<file path="config.mk">
export PLATFORM = sky130hd
export DESIGN_NAME = kmer_seed_key_stream_flat
export DESIGN_NICKNAME = d
export VERILOG_FILES = /design/src/hw/rtl/kss_pkg.sv /design/src/hw/rtl/kss_ifs.sv /design/src/hw/rtl/kss_ctrl.sv /design/src/hw/rtl/kss_dpath.sv /design/src/hw/rtl/kmer_seed_key_stream.sv /design/src/flat_wrapper.sv
export SDC_FILE = /design/constraint.sdc
export NUM_CORES = 1
export LEC_CHECK = 0
export ABC_AREA = 1
export ABC_CLOCK_PERIOD_IN_PS = 8000
export BUFFER_PORTS_ARGS = -buffer_cell sky130_fd_sc_hd__buf_2
export CORE_UTILIZATION = 52
export CTS_CLUSTER_DIAMETER = 120
export DETAILED_ROUTE_END_ITERATION = 8
export PLACE_DENSITY = 0.82
export SYNTH_ARGS = -nofsm -noshare
export SYNTH_HDL_FRONTEND = slang
export SYNTH_SLANG_ARGS = --single-unit
</file>
<file path="constraint.sdc">
create_clock -name clk -period 8 [get_ports clk]
set_clock_uncertainty 0.15 [all_clocks]
set_input_delay 0.4 -clock clk [delete_from_list [all_inputs] [get_ports clk]]
set_output_delay 0.4 -clock clk [all_outputs]
set_load 0.01 [all_outputs]
</file>
<file path="src/hw/rtl/kss_pkg.sv">
// Shared constants, types and the base decoder for the seed key stream.
package kss_pkg;

  localparam int MAX_KMER  = 32;
  localparam int WIN_W     = 2 * MAX_KMER;
  localparam int CHAR_W    = 8;
  localparam int KLEN_W    = 6;
  localparam int CONV_W    = 2;
  localparam int MOD_W     = 33;
  localparam int REM_W     = MOD_W;
  localparam int KEY_W     = 32;
  localparam int POS_W     = 32;
  localparam int CNT_W     = $clog2(WIN_W + 1);
  localparam int CFG_IDX_W = 2;
  localparam int CFG_DAT_W = MOD_W;

  localparam logic [CFG_IDX_W-1:0] REG_KMER_LENGTH     = 2'd0;
  localparam logic [CFG_IDX_W-1:0] REG_CONVERSION_MODE = 2'd1;
  localparam logic [CFG_IDX_W-1:0] REG_HASH_MODULUS    = 2'd2;

  localparam logic [CONV_W-1:0] CONV_C_TO_T = 2'd1;
  localparam logic [CONV_W-1:0] CONV_G_TO_A = 2'd2;

  localparam logic [1:0] BASE_A = 2'd0;
  localparam logic [1:0] BASE_C = 2'd1;
  localparam logic [1:0] BASE_G = 2'd2;
  localparam logic [1:0] BASE_T = 2'd3;

  localparam logic [CHAR_W-1:0] SKIP_BELOW = 8'd33;

  localparam logic [KLEN_W-1:0] KLEN_RESET = KLEN_W'(MAX_KMER);
  localparam logic [MOD_W-1:0]  MOD_RESET  = 33'd536870911;
  localparam logic [MOD_W-1:0]  MOD_ZERO_AS = 33'h1_0000_0000;

  typedef struct packed {
    logic take;
    logic step;
    logic publish;
  } kss_cmd_t;

  typedef struct packed {
    logic hit;
    logic div_last;
    logic out_free;
  } kss_sts_t;

  // Returns {unknown, code}.
  function automatic logic [2:0] base_code(input logic [CHAR_W-1:0] ch,
                                           input logic [CONV_W-1:0] mode);
    logic [1:0] c;
    logic       unk;
    c   = BASE_A;
    unk = 1'b0;
    case (ch)
      "A", "a": c = BASE_A;
      "C", "c": c = BASE_C;
      "G", "g": c = BASE_G;
      "T", "t": c = BASE_T;
      default:  unk = 1'b1;
    endcase
    case (mode)
      CONV_C_TO_T: if (c == BASE_C) c = BASE_T;
      CONV_G_TO_A: if (c == BASE_G) c = BASE_A;
      default: ;
    endcase
    return {unk, c};
  endfunction

endpackage

</file>
<file path="src/hw/rtl/kss_ifs.sv">
// Channel interfaces: reference characters in, seed keys out, register writes.
interface kss_in_if;
  logic                         valid;
  logic                         ready;
  logic [kss_pkg::CHAR_W-1:0]   base_char;
  modport source (output valid, base_char, input ready);
  modport sink   (input valid, base_char, output ready);
endinterface

interface kss_out_if;
  logic                         valid;
  logic                         ready;
  logic [kss_pkg::KEY_W-1:0]    seed_key;
  logic [kss_pkg::POS_W-1:0]    seed_position;
  modport source (output valid, seed_key, seed_position, input ready);
  modport sink   (input valid, seed_key, seed_position, output ready);
endinterface

interface kss_cfg_if;
  logic                            valid;
  logic                            ready;
  logic [kss_pkg::CFG_IDX_W-1:0]   index;
  logic [kss_pkg::CFG_DAT_W-1:0]   data;
  modport source (output valid, index, data, input ready);
  modport sink   (input valid, index, data, output ready);
endinterface

</file>
<file path="src/hw/rtl/kss_ctrl.sv">
// Controller: sequences item intake, the remainder loop and result hand-off.
module kss_ctrl (
  input  logic              clk,
  input  logic              rst_n,
  input  logic              in_valid,
  output logic              in_ready,
  input  kss_pkg::kss_sts_t sts,
  output kss_pkg::kss_cmd_t cmd
);

  typedef enum logic [1:0] {
    ST_IDLE,
    ST_DIVIDE,
    ST_FINISH
  } state_t;

  state_t state_r, state_nxt;

  always_comb begin
    state_nxt   = state_r;
    in_ready    = 1'b0;
    cmd         = '0;
    case (state_r)
      ST_IDLE: begin
        in_ready = 1'b1;
        cmd.take = in_valid;
        if (in_valid && sts.hit) state_nxt = ST_DIVIDE;
      end
      ST_DIVIDE: begin
        cmd.step = 1'b1;
        if (sts.div_last) state_nxt = ST_FINISH;
      end
      ST_FINISH: begin
        // hold the remainder until the output register is free
        cmd.publish = sts.out_free;
        if (sts.out_free) state_nxt = ST_IDLE;
      end
      default: state_nxt = ST_IDLE;
    endcase
  end

  always_ff @(posedge clk) begin
    if (!rst_n) begin
      state_r <= ST_IDLE;
    end else begin
      state_r <= state_nxt;
    end
  end

endmodule

</file>
<file path="src/hw/rtl/kss_dpath.sv">
// Datapath: config registers, base window, counters, remainder unit and output register.
module kss_dpath (
  input  logic                            clk,
  input  logic                            rst_n,
  input  logic                            cfg_valid,
  input  logic [kss_pkg::CFG_IDX_W-1:0]   cfg_index,
  input  logic [kss_pkg::CFG_DAT_W-1:0]   cfg_data,
  input  logic [kss_pkg::CHAR_W-1:0]      in_base_char,
  output logic                            out_valid,
  input  logic                            out_ready,
  output logic [kss_pkg::KEY_W-1:0]       out_seed_key,
  output logic [kss_pkg::POS_W-1:0]       out_seed_position,
  input  kss_pkg::kss_cmd_t               cmd,
  output kss_pkg::kss_sts_t               sts
);

  logic [kss_pkg::KLEN_W-1:0] kmer_length_r;
  logic [kss_pkg::CONV_W-1:0] conversion_mode_r;
  logic [kss_pkg::MOD_W-1:0]  hash_modulus_r;

  logic [kss_pkg::WIN_W-1:0]  window_r, window_nxt;
  logic [kss_pkg::KLEN_W-1:0] run_r, run_nxt;
  logic [kss_pkg::POS_W-1:0]  count_r;

  logic [kss_pkg::WIN_W-1:0]  div_sh_r;
  logic [kss_pkg::CNT_W-1:0]  div_cnt_r;
  logic [kss_pkg::REM_W-1:0]  rem_r, rem_nxt;
  logic [kss_pkg::POS_W-1:0]  pos_r;

  logic                       out_valid_r;
  logic [kss_pkg::KEY_W-1:0]  key_r;
  logic [kss_pkg::POS_W-1:0]  opos_r;

  logic [2:0]                 code;
  logic                       skip, known;
  logic [kss_pkg::KLEN_W-1:0] k_eff;
  logic [kss_pkg::CNT_W-1:0]  two_k, align_sh;
  logic [kss_pkg::MOD_W-1:0]  mod_eff;
  logic [kss_pkg::REM_W:0]    rem_sh;

  assign skip  = in_base_char < kss_pkg::SKIP_BELOW;
  assign code  = kss_pkg::base_code(in_base_char, conversion_mode_r);
  assign known = !code[2];

  always_comb begin
    k_eff = kmer_length_r;
    if (kmer_length_r == '0 || kmer_length_r > kss_pkg::KLEN_W'(kss_pkg::MAX_KMER))
      k_eff = kss_pkg::KLEN_W'(kss_pkg::MAX_KMER);
  end

  assign two_k    = {k_eff, 1'b0};
  assign align_sh = kss_pkg::CNT_W'(kss_pkg::WIN_W) - two_k;
  assign mod_eff  = (hash_modulus_r == '0) ? kss_pkg::MOD_ZERO_AS : hash_modulus_r;

  assign window_nxt = {window_r[kss_pkg::WIN_W-3:0], known ? code[1:0] : 2'b00};

  always_comb begin
    run_nxt = '0;
    if (known) begin
      run_nxt = run_r;
      if (run_r < kss_pkg::KLEN_W'(kss_pkg::MAX_KMER)) run_nxt = run_r + 1'b1;
    end
  end

  assign sts.hit = !skip && known && (run_nxt >= k_eff);

  // one quotient bit per step: shift in, compare, subtract
  assign rem_sh = {rem_r, div_sh_r[kss_pkg::WIN_W-1]};
  always_comb begin
    rem_nxt = rem_sh[kss_pkg::REM_W-1:0];
    if (rem_sh >= {1'b0, mod_eff})
      rem_nxt = kss_pkg::REM_W'(rem_sh - {1'b0, mod_eff});
  end

  assign sts.div_last = (div_cnt_r == kss_pkg::CNT_W'(1));
  assign sts.out_free = !out_valid_r || out_ready;

  always_ff @(posedge clk) begin
    if (!rst_n) begin
      kmer_length_r     <= kss_pkg::KLEN_RESET;
      conversion_mode_r <= '0;
      hash_modulus_r    <= kss_pkg::MOD_RESET;
      window_r          <= '0;
      run_r             <= '0;
      count_r           <= '0;
      div_cnt_r         <= '0;
      out_valid_r       <= 1'b0;
    end else begin
      if (cfg_valid) begin
        case (cfg_index)
          kss_pkg::REG_KMER_LENGTH:     kmer_length_r     <= cfg_data[kss_pkg::KLEN_W-1:0];
          kss_pkg::REG_CONVERSION_MODE: conversion_mode_r <= cfg_data[kss_pkg::CONV_W-1:0];
          kss_pkg::REG_HASH_MODULUS:    hash_modulus_r    <= cfg_data;
          default: ;
        endcase
      end
      if (cmd.take && !skip) begin
        window_r <= window_nxt;
        run_r    <= run_nxt;
        count_r  <= count_r + 1'b1;
      end
      if (cmd.take) begin
        div_cnt_r <= two_k;
      end else if (cmd.step) begin
        div_cnt_r <= div_cnt_r - 1'b1;
      end
      if (cmd.publish) begin
        out_valid_r <= 1'b1;
      end else if (out_ready) begin
        out_valid_r <= 1'b0;
      end
    end
  end

  always_ff @(posedge clk) begin
    if (cmd.take) begin
      // left-align the window so its oldest base leads the bit stream
      div_sh_r <= window_nxt << align_sh;
      rem_r    <= '0;
      pos_r    <= count_r - kss_pkg::POS_W'(k_eff - 1'b1);
    end else if (cmd.step) begin
      div_sh_r <= {div_sh_r[kss_pkg::WIN_W-2:0], 1'b0};
      rem_r    <= rem_nxt;
    end
    if (cmd.publish) begin
      key_r  <= rem_r[kss_pkg::KEY_W-1:0];
      opos_r <= pos_r;
    end
  end

  assign out_valid         = out_valid_r;
  assign out_seed_key      = key_r;
  assign out_seed_position = opos_r;

endmodule

</file>
<file path="src/hw/rtl/kmer_seed_key_stream.sv">
// Top level of the k-mer seed key stream.
//
// in_ch carries one reference character per item. Characters below 33 are
// dropped; other characters are bases (A/C/G/T either case, anything else an
// unknown base). out_ch carries one seed key and the window's first base
// position each time the last kmer_length bases are all known. cfg_ch writes
// kmer_length (index 0), conversion_mode (index 1) and hash_modulus (index 2)
// and is always ready; write it only while no item is in flight.
//
// An item that gives no result leaves in_ch.ready high. For an item that
// gives a result, the key is reduced one window bit per cycle by a single
// compare-and-subtract unit, and in_ch.ready stays low meanwhile. The result
// sits in an output register, so the next item is taken while it waits.
//
// A stalled receiver holds the result steady; a further result waits in the
// remainder unit until the output register frees. Synchronous reset clears
// the window, counters and output valid and restores register defaults
// (k = 32, no conversion, modulus 536870911).
module kmer_seed_key_stream (
  input  logic   clk,
  input  logic   rst_n,
  kss_in_if.sink     in_ch,
  kss_out_if.source  out_ch,
  kss_cfg_if.sink    cfg_ch
);

  kss_pkg::kss_cmd_t cmd;
  kss_pkg::kss_sts_t sts;

  assign cfg_ch.ready = 1'b1;

  kss_ctrl u_ctrl (
    .clk      (clk),
    .rst_n    (rst_n),
    .in_valid (in_ch.valid),
    .in_ready (in_ch.ready),
    .sts      (sts),
    .cmd      (cmd)
  );

  kss_dpath u_dpath (
    .clk               (clk),
    .rst_n             (rst_n),
    .cfg_valid         (cfg_ch.valid),
    .cfg_index         (cfg_ch.index),
    .cfg_data          (cfg_ch.data),
    .in_base_char      (in_ch.base_char),
    .out_valid         (out_ch.valid),
    .out_ready         (out_ch.ready),
    .out_seed_key      (out_ch.seed_key),
    .out_seed_position (out_ch.seed_position),
    .cmd               (cmd),
    .sts               (sts)
  );

endmodule

</file>
<file path="src/flat_wrapper.sv">
// flat-port wrapper written by rule: the top's interface ports become plain ports
module kmer_seed_key_stream_flat 
  (clk, rst_n, in_ch_valid, in_ch_base_char, in_ch_ready, out_ch_valid, out_ch_seed_key, out_ch_seed_position, out_ch_ready, cfg_ch_valid, cfg_ch_index, cfg_ch_data, cfg_ch_ready);
  kss_in_if in_ch_i ();
  kss_out_if out_ch_i ();
  kss_cfg_if cfg_ch_i ();
  input  logic clk;
  input  logic rst_n;
  input wire logic [$bits(in_ch_i.valid)-1:0] in_ch_valid;
  input wire logic [$bits(in_ch_i.base_char)-1:0] in_ch_base_char;
  output wire logic [$bits(in_ch_i.ready)-1:0] in_ch_ready;
  output wire logic [$bits(out_ch_i.valid)-1:0] out_ch_valid;
  output wire logic [$bits(out_ch_i.seed_key)-1:0] out_ch_seed_key;
  output wire logic [$bits(out_ch_i.seed_position)-1:0] out_ch_seed_position;
  input wire logic [$bits(out_ch_i.ready)-1:0] out_ch_ready;
  input wire logic [$bits(cfg_ch_i.valid)-1:0] cfg_ch_valid;
  input wire logic [$bits(cfg_ch_i.index)-1:0] cfg_ch_index;
  input wire logic [$bits(cfg_ch_i.data)-1:0] cfg_ch_data;
  output wire logic [$bits(cfg_ch_i.ready)-1:0] cfg_ch_ready;
  assign in_ch_i.valid = in_ch_valid;
  assign in_ch_i.base_char = in_ch_base_char;
  assign in_ch_ready = in_ch_i.ready;
  assign out_ch_valid = out_ch_i.valid;
  assign out_ch_seed_key = out_ch_i.seed_key;
  assign out_ch_seed_position = out_ch_i.seed_position;
  assign out_ch_i.ready = out_ch_ready;
  assign cfg_ch_i.valid = cfg_ch_valid;
  assign cfg_ch_i.index = cfg_ch_index;
  assign cfg_ch_i.data = cfg_ch_data;
  assign cfg_ch_ready = cfg_ch_i.ready;
  kmer_seed_key_stream u_core (.clk(clk), .rst_n(rst_n), .in_ch(in_ch_i), .out_ch(out_ch_i), .cfg_ch(cfg_ch_i));
endmodule
</file>
# [Word level (Yosys, flattened, before mapping)]
# Cells that the tools add are included.
# W data, S select, Z words.
[totals] out_inout_bits=67 ff_bits=344 wordCells=96 inputBits=48
[classes] n_eq_ne=20 mux=24 magnitude_cmp=5 reduce_logical=23 bitwise_logic=1 n_shift=1 n_addsub=7
[op_table] operator="$mux W64" count=2
[op_table] operator="$mux W33" count=2
[op_table] operator="$eq A8 B7 Y1 const B" count=8
[op_table] operator="$shl A64 B7 Y64" count=1
[op_table] operator="$ge A34 B33 Y1" count=1
[op_table] operator="$logic_not A33 Y1" count=1
[op_table] operator="$sub A33 B33 Y33" count=1
[op_table] operator="$add A32 B1 Y32 const B" count=1
[op_table] operator="$sub A32 B32 Y32" count=1
[op_table] operator="$mux W6" count=3
[op_table] operator="$mux W7" count=2
[op_table] operator="$mux W2" count=6
[op_table] operator="$pmux W2 S3" count=2
[op_table] operator="$eq A2 B1 Y1 const B" count=4
[op_table] operator="$eq A2 B2 Y1 const B" count=4
[op_table] operator="$lt A8 B6 Y1 const B" count=1
[op_table] operator="$reduce_or A2 Y1" count=4
[op_table] operator="$reduce_or A8 Y1" count=1
[op_table] operator="$eq A7 B1 Y1 const B" count=1
[op_table] operator="$sub A6 B1 Y7 const B" count=1
[op_table] operator="$sub A7 B1 Y7 const B" count=1
[op_table] operator="$sub A7 B7 Y7 const A" count=1
[op_table] operator="$add A6 B1 Y6 const B" count=1
[op_table] operator="$ge A6 B6 Y1" count=1
[op_table] operator="other kinds (15)" count=30

# [Depth between registers and ports, before layout]
[logic_depth] depth_word=9 mapped_depth=22 ltp_nobuf=22

# [By module]
# Synthesis repeated with hierarchy kept, for this count alone.
[unflattened] hier_cells=2803 hier_area_um2=20613.5
[by_module_without_submodules] mod="kss_dpath" seq_area_each_um2=8448.1 cells_each=2781 area_per_inst_um2=20477.1 n_inst=1
[by_module_without_submodules] mod="kss_ctrl" seq_area_each_um2=40.0 cells_each=20 area_per_inst_um2=125.1 n_inst=1
[by_module_without_submodules] mod="kmer_seed_key_stream" seq_area_each_um2=0.0 cells_each=2 area_per_inst_um2=11.3 n_inst=1

# [Least setup slack after synthesis]
# OpenSTA, ideal clock, no wires.
[synth_timing] path_kind="reg-to-reg" from="register u_core.u_ctrl.state_r[1]" to="register u_core.u_dpath.key_r (netlist bit u_core.u_dpath.out_seed_key[0]), enable pin" period_less_slack_ps=5526 path_stages_with_launch=3 t_arrival_ps=4812 path_buffers=0 required_ps=7285 setup_ps=565 setup_slack_ps=2474 cell_sequence="dfxtp_1 inv_1 nor3_1"
[synth_lines] item="start, declared" line_no="kss_ctrl.sv:17" text="state_t state_r, state_nxt;"
[synth_lines] item="start signal, assigned" line_no="kss_ctrl.sv:46" text="state_r <= state_nxt;"
[synth_lines] item="end signal, assigned" line_no="kss_dpath.sv:126" text="key_r <= rem_r[kss_pkg::KEY_W-1:0];"
[synth_lines] item="end, declared" line_no="kss_dpath.sv:31" text="logic [kss_pkg::KEY_W-1:0] key_r;"

# [Worst setup path after layout]
[layout_timing] from="register u_core.u_dpath.kmer_length_r[2] (netlist bit)" to="register u_core.u_dpath.pos_r[24] (netlist bit), data pin"
[layout_via] elab_chain_len=5 elab_cells_between_ends=6 cone_classes="add/sub (2); order compare (1); mux (1); reduce/logical (2)"
[layout_lines] item="start, declared" line_no="kss_dpath.sv:17" text="logic [kss_pkg::KLEN_W-1:0] kmer_length_r;"
[layout_lines] item="start signal, assigned" line_no="kss_dpath.sv:80" text="kmer_length_r <= kss_pkg::KLEN_RESET;"
[layout_lines] item="start signal, assigned" line_no="kss_dpath.sv:91" text="kss_pkg::REG_KMER_LENGTH: kmer_length_r <= cfg_data[kss_pkg::KLEN_W-1:0];"
[layout_lines] item="$gt A6 B6 Y1 or $logic_not A6 Y1 (tied branches)" line_no="kss_dpath.sv:47" text="if (kmer_length_r == '0 || kmer_length_r > kss_pkg::KLEN_W'(kss_pkg::MAX_KMER))"
[layout_lines] item="$logic_or A1 B1 Y1" line_no="kss_dpath.sv:47"
[layout_lines] item="$mux W6 (*)" line_no="kss_dpath.sv:47"
[layout_lines] item="$sub A6 B1 Y7 (*)" line_no="kss_dpath.sv:120" text="pos_r <= count_r - kss_pkg::POS_W'(k_eff - 1'b1);"
[layout_lines] item="$sub A32 B32 Y32 (*)" line_no="kss_dpath.sv:120"
[layout_lines] item="end signal, assigned" line_no="kss_dpath.sv:120"
[layout_lines] item="end, declared" line_no="kss_dpath.sv:28" text="logic [kss_pkg::POS_W-1:0] pos_r;"
# Every way passes the cells marked *; elsewhere a longest branch is shown, timed or not.
# A chain may end at the register's enable or synchronous reset.

==> run metrics <==
outcome complete, no violations; Final Power 4.665 mW; Synth area leaders edfxtp_1 (23%), dfxtp_1 (18%), nand2_1 (14%); Buf+Inv Stages, Crit Path 0; first-pass GRT wire length 91.20 mm; clk slew on worst S/H paths 0.06 ns; Setup CP Type flop to flop; Post-Syn Area 20460 µm²; relative slew slack 28.72%; switching power 1.370 mW; async set or reset register ratio after synthesis 0%; flops & latches, synth 344; DR vias/cell 5.586; Clk pwr share 38.2%; sequential cell area fraction in the yosys report 41.48%; fin nets 2950; CP Max Fanout 26; RSZ-0062 raised after global routing false; initial antenna violation count 0; TNS Setup 0 ns; wire per inst 17.11 µm; Post-route DRC 0; Cell Int Power 3.295 mW; total grt overflow 0; Antenna Cells 0; Worst Path Arrival 4.81 ns; Final Critical Period 4.642 ns; filler cell count 3545; endpoints failing hold 0; io pins 115; Die Ht 200.4 µm; CP dominant cell by count nand2_1; Routed Wire Length 57.66 mm; Max-Cap Viols 0; crit-path max cell delay 0.66 ns; initial core utilization 52.83%; final setup margin 3.358 ns; pin count of the biggest net entering global routing 112; clock buffer depth 3; Place WS 3.455 ns; Logic pwr share 16.7%; final worst path period share 58.02%; TritonCTS clock tree built; area leader, netlist edfxtp_1; top_reg_cell synth dfxtp_1; Synth Warn # 0; global-route usage over all layers 28.23%; Hold Crit Class primary input to flop; Area growth syn-to-layout 11.64%; Initial DRC Count 1817; die width 200.4 µm; CP top delay family simple AND/OR/NAND/NOR gates; Synth top cells by count nand2_1 (774), inv_1 (255), o21ai_0 (233), a21oi_1 (196), dfxtp_1 (184); GP Congestion 0.9831; Clock Sinks 344; syn_area_per_cell 7.460 µm²; Skew-Pair Late Insertion Delay 0.57 ns; layout cell share with drive strength beyond 1 9.260%; port bufs 113; sw frac 29.36%; Synth top area share 23.48%; CP startpoint kind flop; fmax 215.4 MHz; Synth cell types 63; Post-DP HPWL 41.28 mm; post-route ant nets 0; via count 18820; Slowest cell on crit path ha_1; Clock Tree Root clkbuf_16; number of flops mapped to enable cells by yosys 160; fin. max-slew vios 0; First-pass DRT Iterations 5; die area 40150 µm²; sequential power share 45.1%; Worst EP required 8.17 ns; Crit. End Element flop; H-Tree Depth 2; Final setup viols 0; most frequent cell after synthesis nand2_1; P per Cell Area 204.2 nW/µm²; Post CTS Setup Buffer Count 0; Cells after Synth 2743; Worst Max-Slew Pin Slew 1.061 ns; crit-path cells nor3_1, nand2_1, nand2_1, nand2_1, nand2_1, ha_2, nand3_1, nor2_1, nand2_1, ha_1, a21o_1, o21bai_1, a21oi_1, o21ai_0, nand2_1, nand2_1, nand3_1, nand2_1, xor2_1; maximum vdd drop 0.0001302 V; CORE AREA 38740 µm²; Placement Rows 72; Leakage Power 9.732 nW; number of global-route vias before repair 17419; CTS buffer count 40
==> power groups by stage <==
stage,Sequential (mW),Combinational (mW),Clock [mW]
final,2.11,0.779,1.78
after detailed placement,2.14,0.752,0
after floorplan,2.12,0.548,0
after CTS,2.10,0.768,1.80
after global placement,2.13,0.737,0
after global routing,2.12,0.870,1.87
==> cells by family after synthesis <==
| logic type | after synthesis | synth area share, % |
|---|---|---|
| compound gates | 628 | 17.15 |
| xor+xnor | 77 | 3.369 |
| fa+ha+maj | 79 | 4.904 |
| buf+inv | 395 | 7.839 |
| flops | 344 | 41.48 |
| mux | 5 | 0.2446 |
| other cells | 1 | 0.01833 |
| simple gates | 1214 | 25.00 |
==> area by class of cell <==
class	instances	area, µm²	area share [%]
flip-flops and latches	344	8488	37.15
multi-input cells	2005	10420	45.62
clock inverters	14	112.6	0.4929
inverters	270	1016	4.447
well taps	518	648.1	2.837
repair buffers	162	1016	4.447
clock buffers	56	1142	5.000
==> metrics by stage <==
stage | hold slack, ns | instances | util [%] | instance area (µm²)
3_3_place_gp | 0.2525 | 3267 | 54.91 | 21270
4_1_cts | 0.002748 | 3369 | 58.98 | 22850
5_1_grt | 0.02274 | 3369 | 58.98 | 22850
6_report | 0.01217 | 3369 | 58.98 | 22850
3_5_place_dp | 0.2545 | 3267 | 54.91 | 21270
2_1_floorplan | 0.2503 | 2744 | - | 20470
==> tightest hold or removal path, delay by kind of cell <==
| kind | cells | cell delay [ns] |
|---|---|---|
| buffers and inverters | 1 | 0.08 |
| AO/OA/AOI/OAI | 1 | 0.06 |
| AND/OR/NAND/NOR | 2 | 0.14 |
==> registers in the layout, summed over array words and instances (netlist names) <==
signal                            flops
u_core.u_ctrl.state_r                 2
u_core.u_dpath.conversion_mode_r      2
u_core.u_dpath.out_seed_position     32
u_core.u_dpath.pos_r                 32
u_core.u_dpath.count_r               32
u_core.u_dpath.kmer_length_r          6
u_core.u_dpath.run_r                  6
u_core.u_dpath.div_cnt_r              7
u_core.u_dpath.out_seed_key          32
u_core.u_dpath.div_sh_r              64
u_core.u_dpath.window_r              62
u_core.u_dpath.hash_modulus_r        33
u_core.u_dpath.out_valid              1
u_core.u_dpath.rem_r                 33
==> worst paths after layout <==
kind,from,to,slack [ns],depth (start not counted)
worst max-delay path,u_core.u_dpath.kmer_length_r[2],u_core.u_dpath.pos_r[24],3.36,19
worst max register to register,u_core.u_dpath.kmer_length_r[2],u_core.u_dpath.pos_r[24],3.36,19
worst min-delay path,out_ch_ready,u_core.u_ctrl.state_r[1],0.01,4
worst min register to register,u_core.u_dpath.pos_r[4],u_core.u_dpath.out_seed_position[4],0.27,0
==> what timing repair did <==
item,4_1_cts,5_1_grt
hold buffers,32,0
gates resized for setup,0,0
endpoints found under the hold margin,34,0
==> metal layers <==
layer	wire [µm]	global-route usage, %
met1	25440	38.29
met2	26230	45.63
met3	4580	5.630
met4	1403	8.070
met5	0	0
==> cells in the final DEF (no fill, tap or decap), types with 28 or more instances in the layout <==
cell and count:
dlygate4sd3_1 32, nand3_1 147, a21oi_1 196, nand2_1 774, clkbuf_16 41, xor2_1 47
edfxtp_1 160, o211ai_1 46, o21ai_0 233, ha_1 76, dfxtp_1 184, o21ai_1 68
nor2_1 169, buf_2 112, nand4_1 28, inv_1 251
No activity file was read; power rests on OpenSTA's default activity.
